### config.mk
export PLATFORM = sky130hd
export DESIGN_NAME = edge_timed_uart_receiver
export DESIGN_NICKNAME = d
export VERILOG_FILES = /design/src/rtl/etur_pkg.sv /design/src/rtl/etur_div.sv /design/src/rtl/etur_fifo.sv /design/src/rtl/edge_timed_uart_receiver.sv
export VERILOG_INCLUDE_DIRS = /design/src /design/src/rtl
export SDC_FILE = /design/constraint.sdc
export NUM_CORES = 1
export LEC_CHECK = 0
export BUFFER_PORTS_ARGS = -buffer_cell sky130_fd_sc_hd__buf_4
export CAP_MARGIN = 20
export CORE_MARGIN = 5
export CORE_UTILIZATION = 35
export DETAILED_ROUTE_END_ITERATION = 6
export SKIP_LAST_GASP = 1
export SLEW_MARGIN = 30
export SYNTH_ARGS = -nofsm -noshare
export SYNTH_HDL_FRONTEND = slang
export SYNTH_SLANG_ARGS = --single-unit
### constraint.sdc
create_clock -name clk -period 6.3 [get_ports clk]
set_clock_uncertainty 0.15 [all_clocks]
set_input_delay 0.315 -clock clk [delete_from_list [all_inputs] [get_ports clk]]
set_output_delay 0.315 -clock clk [all_outputs]
set_load 0.01 [all_outputs]
### src/rtl/edge_timed_uart_receiver_assert.svh
// ----------------------------------------------------------------------------
// Assertion macros for the edge-timed serial receiver
// Immediate-consequence and next-cycle checks on the clock clk, off under
// SYNTHESIS.
// ----------------------------------------------------------------------------
`ifndef EDGE_TIMED_UART_RECEIVER_ASSERT_SVH
`define EDGE_TIMED_UART_RECEIVER_ASSERT_SVH

`ifndef SYNTHESIS

// Consequent must hold in the same cycle as the antecedent
`define ETUR_ASSERT_NOW(lbl, ante, cons) \
  lbl: assert property (@(posedge clk) disable iff (rst) (ante) |-> (cons)) \
    else $error("etur check failed");

// Consequent must hold in the cycle after the antecedent
`define ETUR_ASSERT_NEXT(lbl, ante, cons) \
  lbl: assert property (@(posedge clk) disable iff (rst) (ante) |=> (cons)) \
    else $error("etur check failed");

`else

`define ETUR_ASSERT_NOW(lbl, ante, cons)
`define ETUR_ASSERT_NEXT(lbl, ante, cons)

`endif

`endif

### src/rtl/etur_pkg.sv
// ----------------------------------------------------------------------------
// etur_pkg
// Shared types and constants of the edge-timed serial receiver.
// ----------------------------------------------------------------------------
package etur_pkg;

  // Field widths
  localparam int unsigned TS_W    = 32;
  localparam int unsigned BT_W    = 20;
  localparam int unsigned ACT_W   = 2;
  localparam int unsigned BYTE_W  = 8;
  localparam int unsigned FILL_W  = 6;
  localparam int unsigned FRAME_W = 10;
  localparam int unsigned IDX_W   = 4;

  // Divider: one quotient bit per cycle
  localparam int unsigned DIV_CNT_W = 5;

  // Frame geometry
  localparam logic [TS_W-1:0]  LAST_BIT      = TS_W'(9);
  localparam int unsigned      QUARTER_SHIFT = 2;
  localparam logic [BT_W-1:0]  BIT_TIME_RST  = BT_W'(8333);

  // Item actions
  localparam logic [ACT_W-1:0] ACT_EDGE  = 2'd0;
  localparam logic [ACT_W-1:0] ACT_READ  = 2'd1;
  localparam logic [ACT_W-1:0] ACT_FLUSH = 2'd2;

  // Commands from the control FSM to the FIFO
  typedef struct packed {
    logic push;
    logic pop;
    logic flush;
  } fifo_cmd_t;

  // FIFO status back to the control FSM
  typedef struct packed {
    logic              nonempty;
    logic              full;
    logic [FILL_W-1:0] fill;
  } fifo_stat_t;

endpackage

### src/rtl/etur_div.sv
// ----------------------------------------------------------------------------
// etur_div
// Bit-serial restoring divider: 32-bit dividend by 20-bit divisor, one
// quotient bit per cycle.
// ----------------------------------------------------------------------------
module etur_div (
  input  logic                         clk,
  input  logic                         rst,
  input  logic                         start,
  input  logic [etur_pkg::TS_W-1:0]    dividend,
  input  logic [etur_pkg::BT_W-1:0]    divisor,
  output logic                         done,
  output logic [etur_pkg::TS_W-1:0]    quotient
);
  import etur_pkg::*;

  logic                 busy;
  logic [DIV_CNT_W-1:0] count;
  logic [BT_W-1:0]      dvs;
  logic [BT_W-1:0]      rem;
  logic [TS_W-1:0]      quo;
  logic [BT_W:0]        trial;
  logic                 take;

  // Shift in the next dividend bit and try the subtraction
  assign trial = {rem, quo[TS_W-1]};
  assign take  = (trial >= {1'b0, dvs});

  always_ff @(posedge clk) begin
    if (rst) begin
      busy  <= 1'b0;
      done  <= 1'b0;
      count <= '0;
    end else begin
      done <= 1'b0;
      if (start && !busy) begin
        busy  <= 1'b1;
        count <= '0;
      end else if (busy) begin
        count <= count + 1'b1;
        if (count == '1) begin
          busy <= 1'b0;
          done <= 1'b1;
        end
      end
    end
  end

  // Remainder and combined dividend/quotient shift register
  always_ff @(posedge clk) begin
    if (start && !busy) begin
      dvs <= divisor;
      rem <= '0;
      quo <= dividend;
    end else if (busy) begin
      rem <= take ? BT_W'(trial - {1'b0, dvs}) : trial[BT_W-1:0];
      quo <= {quo[TS_W-2:0], take};
    end
  end

  assign quotient = quo;

endmodule

### src/rtl/etur_fifo.sv
// ----------------------------------------------------------------------------
// etur_fifo
// Receive ring FIFO holding DEPTH-1 bytes, with a registered read port that
// always follows the read pointer.
// ----------------------------------------------------------------------------
module etur_fifo #(
  parameter int unsigned DEPTH = 64
) (
  input  logic                          clk,
  input  logic                          rst,
  input  etur_pkg::fifo_cmd_t           cmd,
  input  logic [etur_pkg::BYTE_W-1:0]   push_data,
  output logic [etur_pkg::BYTE_W-1:0]   rd_data,
  output etur_pkg::fifo_stat_t          stat
);
  import etur_pkg::*;

  localparam int unsigned PTR_W = $clog2(DEPTH);
  localparam int unsigned CNT_W = (PTR_W + 1 > FILL_W) ? PTR_W + 1 : FILL_W;

  logic [BYTE_W-1:0] mem [DEPTH];
  logic [PTR_W-1:0]  wp;
  logic [PTR_W-1:0]  rp;
  logic [PTR_W-1:0]  wp_inc;
  logic [PTR_W-1:0]  rp_inc;
  logic [CNT_W-1:0]  diff;

  // Ring advance
  assign wp_inc = (wp == PTR_W'(DEPTH - 1)) ? '0 : wp + 1'b1;
  assign rp_inc = (rp == PTR_W'(DEPTH - 1)) ? '0 : rp + 1'b1;

  // Status
  assign stat.nonempty = (wp != rp);
  assign stat.full     = (wp_inc == rp);
  always_comb begin
    diff = CNT_W'(wp) - CNT_W'(rp);
    if (wp < rp) begin
      diff = diff + CNT_W'(DEPTH);
    end
  end
  assign stat.fill = diff[FILL_W-1:0];

  // Pointers
  always_ff @(posedge clk) begin
    if (rst) begin
      wp <= '0;
      rp <= '0;
    end else if (cmd.flush) begin
      wp <= '0;
      rp <= '0;
    end else begin
      if (cmd.push && !stat.full) begin
        wp <= wp_inc;
      end
      if (cmd.pop && stat.nonempty) begin
        rp <= rp_inc;
      end
    end
  end

  // Storage and registered read at the head
  always_ff @(posedge clk) begin
    if (cmd.push && !stat.full) begin
      mem[wp] <= push_data;
    end
    rd_data <= mem[rp];
  end

endmodule

### src/rtl/edge_timed_uart_receiver.sv
// Path: a read that removes a byte via S_POP, S_WAIT, S_HEAD; flush, unknown,
// empty-read, frame-opening items: S_WAIT, S_HEAD; other edges add S_DIV (32 steps).
// Throughput: one item at a time; the next is accepted once the result registers are loaded,
// even while that result still waits on the output.
// Reset (rst, synchronous): bit time 8333, frame state and FIFO pointers cleared, FIFO
// contents left as they are.
// ----------------------------------------------------------------------------
// edge_timed_uart_receiver
// Edge-timed 8N1 receiver: frames built from timed line edges, bytes kept in
// a ring FIFO, read and flush items served from it.
// ----------------------------------------------------------------------------
`include "edge_timed_uart_receiver_assert.svh"

module edge_timed_uart_receiver #(
  parameter int unsigned FIFO_DEPTH = 64
) (
  input  logic                          clk,
  input  logic                          rst,
  // input items
  input  logic                          in_valid,
  output logic                          in_stall,
  input  logic [etur_pkg::ACT_W-1:0]    action,
  input  logic                          line_level,
  input  logic [etur_pkg::TS_W-1:0]     timestamp,
  // result items
  output logic                          out_valid,
  input  logic                          out_stall,
  output logic [etur_pkg::BYTE_W-1:0]   read_byte,
  output logic                          read_valid,
  output logic [etur_pkg::BYTE_W-1:0]   head_byte,
  output logic                          head_valid,
  output logic [etur_pkg::FILL_W-1:0]   fill_count,
  output logic                          byte_stored,
  // bit time register
  input  logic                          cfg_valid,
  output logic                          cfg_ready,
  input  logic [etur_pkg::BT_W-1:0]     cfg_data
);
  import etur_pkg::*;

  localparam logic [2:0] S_IDLE = 3'd0;
  localparam logic [2:0] S_DIV  = 3'd1;
  localparam logic [2:0] S_POP  = 3'd2;
  localparam logic [2:0] S_WAIT = 3'd3;
  localparam logic [2:0] S_HEAD = 3'd4;

  logic [2:0]         state;
  logic [BT_W-1:0]    bit_time;
  logic [TS_W-1:0]    frame_start_time;
  logic [FRAME_W-1:0] frame_bits;
  logic [IDX_W-1:0]   bit_index;

  // item payload and partial result
  logic               lvl_q;
  logic [TS_W-1:0]    ts_q;
  logic [BYTE_W-1:0]  res_rbyte;
  logic               res_rvalid;
  logic               res_stored;

  logic               accept;
  logic               frame_open;
  logic [BT_W-1:0]    bt_eff;
  logic [TS_W-1:0]    quarter;
  logic               div_start;
  logic               div_done;
  logic [TS_W-1:0]    n;
  logic               late_fall;
  logic               at_end;
  logic [FRAME_W-1:0] mask_nine;
  logic [FRAME_W-1:0] mask_n;
  logic [FRAME_W-1:0] bits_closed;
  logic [BYTE_W-1:0]  push_data;
  logic [BYTE_W-1:0]  rd_data;
  logic               out_load;
  fifo_cmd_t          cmd;
  fifo_stat_t         stat;

  assign accept    = in_valid && !in_stall;
  assign in_stall  = (state != S_IDLE);
  assign cfg_ready = 1'b1;
  assign out_load  = (state == S_HEAD) && (!out_valid || !out_stall);

  // Effective bit time and quarter-bit start offset
  assign bt_eff  = (bit_time == '0) ? BT_W'(1) : bit_time;
  assign quarter = TS_W'(bt_eff >> QUARTER_SHIFT);

  // Falling edge while idle opens a frame; any other edge needs the bit number
  assign frame_open = accept && (action == ACT_EDGE) && !line_level && (bit_index == '0);
  assign div_start  = accept && (action == ACT_EDGE) && !frame_open;

  etur_div u_div (
    .clk      (clk),
    .rst      (rst),
    .start    (div_start),
    .dividend (timestamp - frame_start_time),
    .divisor  (bt_eff),
    .done     (div_done),
    .quotient (n)
  );

  // Edge decisions on the bit number
  assign late_fall = !lvl_q && (n > LAST_BIT);
  assign at_end    = (n >= LAST_BIT);

  // Fill masks: positions from bit_index up to nine, and up to below n
  always_comb begin
    for (int i = 0; i < FRAME_W; i++) begin
      mask_nine[i] = (IDX_W'(i) >= bit_index);
      mask_n[i]    = (IDX_W'(i) >= bit_index) && (IDX_W'(i) < n[IDX_W-1:0]);
    end
  end

  assign bits_closed = late_fall ? (frame_bits | mask_nine) : frame_bits;
  assign push_data   = bits_closed[BYTE_W:1];

  // FIFO commands
  always_comb begin
    cmd = '0;
    if (accept && action == ACT_FLUSH) begin
      cmd.flush = 1'b1;
    end
    if (state == S_POP) begin
      cmd.pop = 1'b1;
    end
    if (state == S_DIV && div_done && at_end) begin
      cmd.push = 1'b1;
    end
  end

  etur_fifo #(
    .DEPTH (FIFO_DEPTH)
  ) u_fifo (
    .clk       (clk),
    .rst       (rst),
    .cmd       (cmd),
    .push_data (push_data),
    .rd_data   (rd_data),
    .stat      (stat)
  );

  // Bit time register
  always_ff @(posedge clk) begin
    if (rst) begin
      bit_time <= BIT_TIME_RST;
    end else if (cfg_valid && cfg_ready) begin
      bit_time <= cfg_data;
    end
  end

  // Control FSM and frame state
  always_ff @(posedge clk) begin
    if (rst) begin
      state            <= S_IDLE;
      frame_start_time <= '0;
      frame_bits       <= '0;
      bit_index        <= '0;
    end else begin
      case (state)
        S_IDLE: begin
          if (accept) begin
            state <= S_WAIT;
            if (action == ACT_EDGE) begin
              if (!line_level && bit_index == '0) begin
                frame_start_time <= timestamp - quarter;
                frame_bits       <= '0;
                bit_index        <= IDX_W'(1);
              end else begin
                state <= S_DIV;
              end
            end else if (action == ACT_READ && stat.nonempty) begin
              state <= S_POP;
            end
          end
        end
        S_DIV: begin
          if (div_done) begin
            state <= S_WAIT;
            if (late_fall) begin
              // late falling edge closes the frame and opens the next
              frame_start_time <= ts_q - quarter;
              frame_bits       <= '0;
              bit_index        <= IDX_W'(1);
            end else if (at_end) begin
              frame_bits <= '0;
              bit_index  <= '0;
            end else begin
              if (!lvl_q) begin
                frame_bits <= frame_bits | mask_n;
              end
              bit_index <= n[IDX_W-1:0];
            end
          end
        end
        S_POP: begin
          state <= S_WAIT;
        end
        S_WAIT: begin
          state <= S_HEAD;
        end
        S_HEAD: begin
          if (out_load) begin
            state <= S_IDLE;
          end
        end
        default: begin
          state <= S_IDLE;
        end
      endcase
    end
  end

  // Item payload and partial result
  always_ff @(posedge clk) begin
    if (accept) begin
      lvl_q      <= line_level;
      ts_q       <= timestamp;
      res_rbyte  <= '0;
      res_rvalid <= 1'b0;
      res_stored <= 1'b0;
    end else begin
      if (state == S_POP) begin
        res_rbyte  <= rd_data;
        res_rvalid <= 1'b1;
      end
      if (cmd.push) begin
        res_stored <= !stat.full;
      end
    end
  end

  // Output register
  always_ff @(posedge clk) begin
    if (rst) begin
      out_valid <= 1'b0;
    end else if (out_load) begin
      out_valid <= 1'b1;
    end else if (!out_stall) begin
      out_valid <= 1'b0;
    end
  end

  always_ff @(posedge clk) begin
    if (out_load) begin
      read_byte   <= res_rbyte;
      read_valid  <= res_rvalid;
      head_byte   <= stat.nonempty ? rd_data : '0;
      head_valid  <= stat.nonempty;
      fill_count  <= stat.fill;
      byte_stored <= res_stored;
    end
  end

  // Checks
  `ETUR_ASSERT_NOW(a_div_done_in_div, div_done, state == S_DIV)
  `ETUR_ASSERT_NEXT(a_head_gives_result, out_load, out_valid && state == S_IDLE)
  `ETUR_ASSERT_NEXT(a_fall_opens_frame, frame_open, bit_index == IDX_W'(1))
  `ETUR_ASSERT_NOW(a_push_only_at_end, cmd.push, div_done && at_end)

endmodule

==> impl_metrics.env <==
export IMPL_outcome="finished clean"
export IMPL_cp_max_fo=16
export IMPL_seq_area_frac_synth_pct=64.0
export IMPL_async_flop_share_pct=0
export IMPL_grt_ovfl_total=0
export IMPL_grt_setup_unrepaired="no"
export IMPL_cts_resized=0
export IMPL_worst_pin_slew_ns=0.927
export IMPL_remaining_drc_errors=0
export IMPL_postCtsSetupBuffers=0
export IMPL_dp_cells=3529
export IMPL_post_drt_wl_per_cell_um=21.3
export IMPL_cp_start_kind="register"
export IMPL_synth_xor_area_share_pct=2.04
export IMPL_fmax_mhz=229
export IMPL_grt_first_pass_wirelength_um=122000
export IMPL_worstPathRequired_ns=6.42
export IMPL_avgViaCountPerCell=5.31
export IMPL_totalNegativeSetupSlack_ns=0
export IMPL_wirelength_um=79800
export IMPL_drive_gt1_share_pct=17.7
export IMPL_htree_levels=3
export IMPL_synth_top_cell_by_area="edfxtp_1"
export IMPL_synth_area_leaders="edfxtp_1 56%, mux4_2 11%, dfxtp_1 7.6%, ha_1 2.9%, nand2_1 2.4%"
export IMPL_vdd_drop_max_v=0.000189
export IMPL_yosysWarnings=0
export IMPL_core_um2=93600
export IMPL_synth_compound_gate_area_share_pct=7.46
export IMPL_cap_violations=0
export IMPL_cts_buffer_depth=3
export IMPL_io_pins=88
export IMPL_antenna_found_initial=0
export IMPL_path_class="register to register"
export IMPL_die_area_um2=101000
export IMPL_grt_total_usage_pct=15.3
export IMPL_worst_skew_pair_late_latency_ns=0.64
export IMPL_synth_top_area_share_pct=56.4
export IMPL_muxShareOfSynthArea_pct=12.6
export IMPL_cellLeakagePower_nw=12.7
export IMPL_grt_max_degree=65
export IMPL_ctsHoldBuffers=76
export IMPL_chipWidth_um=318
export IMPL_grt_pass1_vias=19954
export IMPL_cts_made_buffers=76
export IMPL_synth_cells=2292
export IMPL_synth_adder_area_share_pct=3.19
export IMPL_areaGrowthSynthToFinish_pct=16.0
export IMPL_syn_avg_cell_area_um2=14.4
export IMPL_clk_pin_slew_ns=0.06
export IMPL_final_core_util_pct=41.0
export IMPL_synth_top_family_by_area="multiplexers"
export IMPL_post_route_period_util_pct=69.5
export IMPL_first_pass_iters=5
export IMPL_start_util_pct=35.4
export IMPL_synth_simple_area_share_pct=7.82
export IMPL_min_path_type="primary input to register"
export IMPL_cts_tree="yes"
export IMPL_power_density_nw_per_um2=301
export IMPL_syn_nets=2434
export IMPL_rows=112
export IMPL_final_cells=3747
export IMPL_max_slew_margin_pct=38.2
export IMPL_dr_first_iter_drc_count=1700
export IMPL_crit_arrival_ns=4.49
export IMPL_finalNetCount=2571
export IMPL_dpl_hpwl_um=51700
export IMPL_fin_crit_ns=4.38
export IMPL_synthDistinctLibCells=84
export IMPL_final_fill_count=8560
export IMPL_ant_nets=0
export IMPL_place_congestion=0.830
export IMPL_synth_edf_count=622
export IMPL_synth_seq_cells=747
export IMPL_root_buffer="clkbuf_16"
export IMPL_port_buffers=86
export IMPL_cp_end_kind="register"
export IMPL_finalSetupViolations=0
export IMPL_die_y_um=318
export IMPL_num_vias=19892
export IMPL_drv_slew=0
export IMPL_cts_sinks=747
export IMPL_finalHoldViolCount=0
export IMPL_syn_cell_area_um2=33100
export IMPL_synthFlopType="edfxtp_1"
[critical path: stages (launching register included)]
cell     delay (ns)
dfxtp_1        0.63
nand3_1        0.58
nor2_1         0.38
o32ai_1        0.12
a211o_1        0.48
inv_2          0.14
nand3_1        0.64
nor2_1         0.89
[path summary, 6_finish.rpt]
kind,from,slack [ns],depth (start not counted),to
setup / recovery,u_fifo.wp[3],1.92,7,u_fifo.mem[49][0]
hold / removal,cfg_valid,0.04,3,bit_time[10]
setup reg to reg,u_fifo.wp[3],1.92,7,u_fifo.mem[49][0]
hold reg to reg,res_rvalid,0.28,0,read_valid
[layout by cell type, fill, tap and decap left out, drive strengths merged, types with 7 or more instances in the layout]
master | synthesis | final
a21oi | 116 | 116
edfxtp | 622 | 622
and2 | 14 | 14
inv | 110 | 112
o21bai | 7 | 7
o211ai | 17 | 17
nand3 | 41 | 41
mux4 | 168 | 168
a211oi | 19 | 19
o21a | 13 | 13
mux2i | 36 | 36
nor2 | 145 | 145
clkinv | 1 | 25
nand2b | 16 | 16
o31ai | 16 | 16
xnor2 | 37 | 37
bufinv | 0 | 8
buf | 51 | 112
and3 | 11 | 11
a31oi | 15 | 15
o21ai | 86 | 86
a22o | 11 | 11
or3 | 14 | 14
nor4 | 18 | 18
xor2 | 40 | 40
a21o | 32 | 32
nor2b | 12 | 12
nand3b | 7 | 7
ha | 78 | 78
nand4 | 14 | 14
dlygate4sd3 | 0 | 76
clkbuf | 78 | 103
dfxtp | 125 | 125
nor3 | 36 | 36
nand2 | 214 | 214
[cells in the mapped netlist, types with 16 or more instances]
cell type  count
xor2_1        40
buf_1         19
o21ai_0       52
nand3_1       40
nor2_1       144
dfxtp_1      125
a211oi_1      17
a21oi_1      116
mux2i_1       36
edfxtp_1     622
inv_1        105
nor3_1        35
nand2b_1      16
ha_1          78
a21o_1        31
nand2_1      214
buf_2         27
clkbuf_1      78
nor4_1        17
o211ai_1      16
o21ai_1       33
xnor2_1       37
mux4_2       168
[cells by family (layout without fill, tap and decap cells)]
logic type      after synthesis  after routing
mux                         207            207
fa+ha+maj                    82             82
xor+xnor                     77             77
buf+inv                     240            440
flops                       747            747
simple gates                561            561
compound gates              377            377
other cells                   1              2
[sequential cells by signal (all words and copies together) (netlist names), 3 cells and up]
register,count
bit_index,4
bit_time,20
fill_count,6
frame_bits,8
frame_start_time,32
head_byte,8
read_byte,8
res_rbyte,8
state,3
ts_q,32
u_div.count,5
u_div.dvs,20
u_div.quotient,32
u_div.rem,20
u_fifo.mem,512
u_fifo.rd_data,8
u_fifo.rp,6
u_fifo.wp,6
[metrics by stage]
step | power, mW | hold WS (ns) | setup WS [ns] | instance area [um2]
floorplan | 6.60 | 0.252 | 1.86 | 33100
global placement | 6.94 | 0.271 | 2.07 | 35000
finish | 11.6 | 0.0447 | 1.92 | 38400
global route | 12.0 | 0.0589 | 1.57 | 38400
CTS | 11.6 | 0.00920 | 1.95 | 38400
detailed placement | 6.97 | 0.277 | 2.01 | 35000
[where the power goes]
group | internal, mW | leakage [nW] | switching (mW) | total, mW
Clock | 2.68 | 1.25 | 1.95 | 4.64
Combinational | 0.519 | 4.86 | 0.808 | 1.33
Sequential | 5.50 | 6.63 | 0.0892 | 5.59
Total | 8.71 | 12.7 | 2.85 | 11.6
[layer usage]
metal	track usage, %	wire (um)	vias to the layer above
met5	0	0	-
met2	24.5	37500	689
met3	3.16	5290	113
met4	4.80	2070	0
met1	21.2	34900	10070
li1	-	-	9020
[final cells by class]
| cell class | instances | area, um2 | area share [%] |
|---|---|---|---|
| Sequential cell | 747 | 21200 | 55.2 |
| Multi-Input combinational cell | 1305 | 11000 | 28.7 |
| Clock buffer | 103 | 2070 | 5.40 |
| Timing Repair Buffer | 188 | 1610 | 4.18 |
| Tap cell | 1254 | 1570 | 4.08 |
| Clock inverter | 38 | 531 | 1.38 |
| Inverter | 111 | 417 | 1.08 |
| Antenna cell | 1 | 2.50 | 0.00651 |
(Power assumes the default switching activity.)
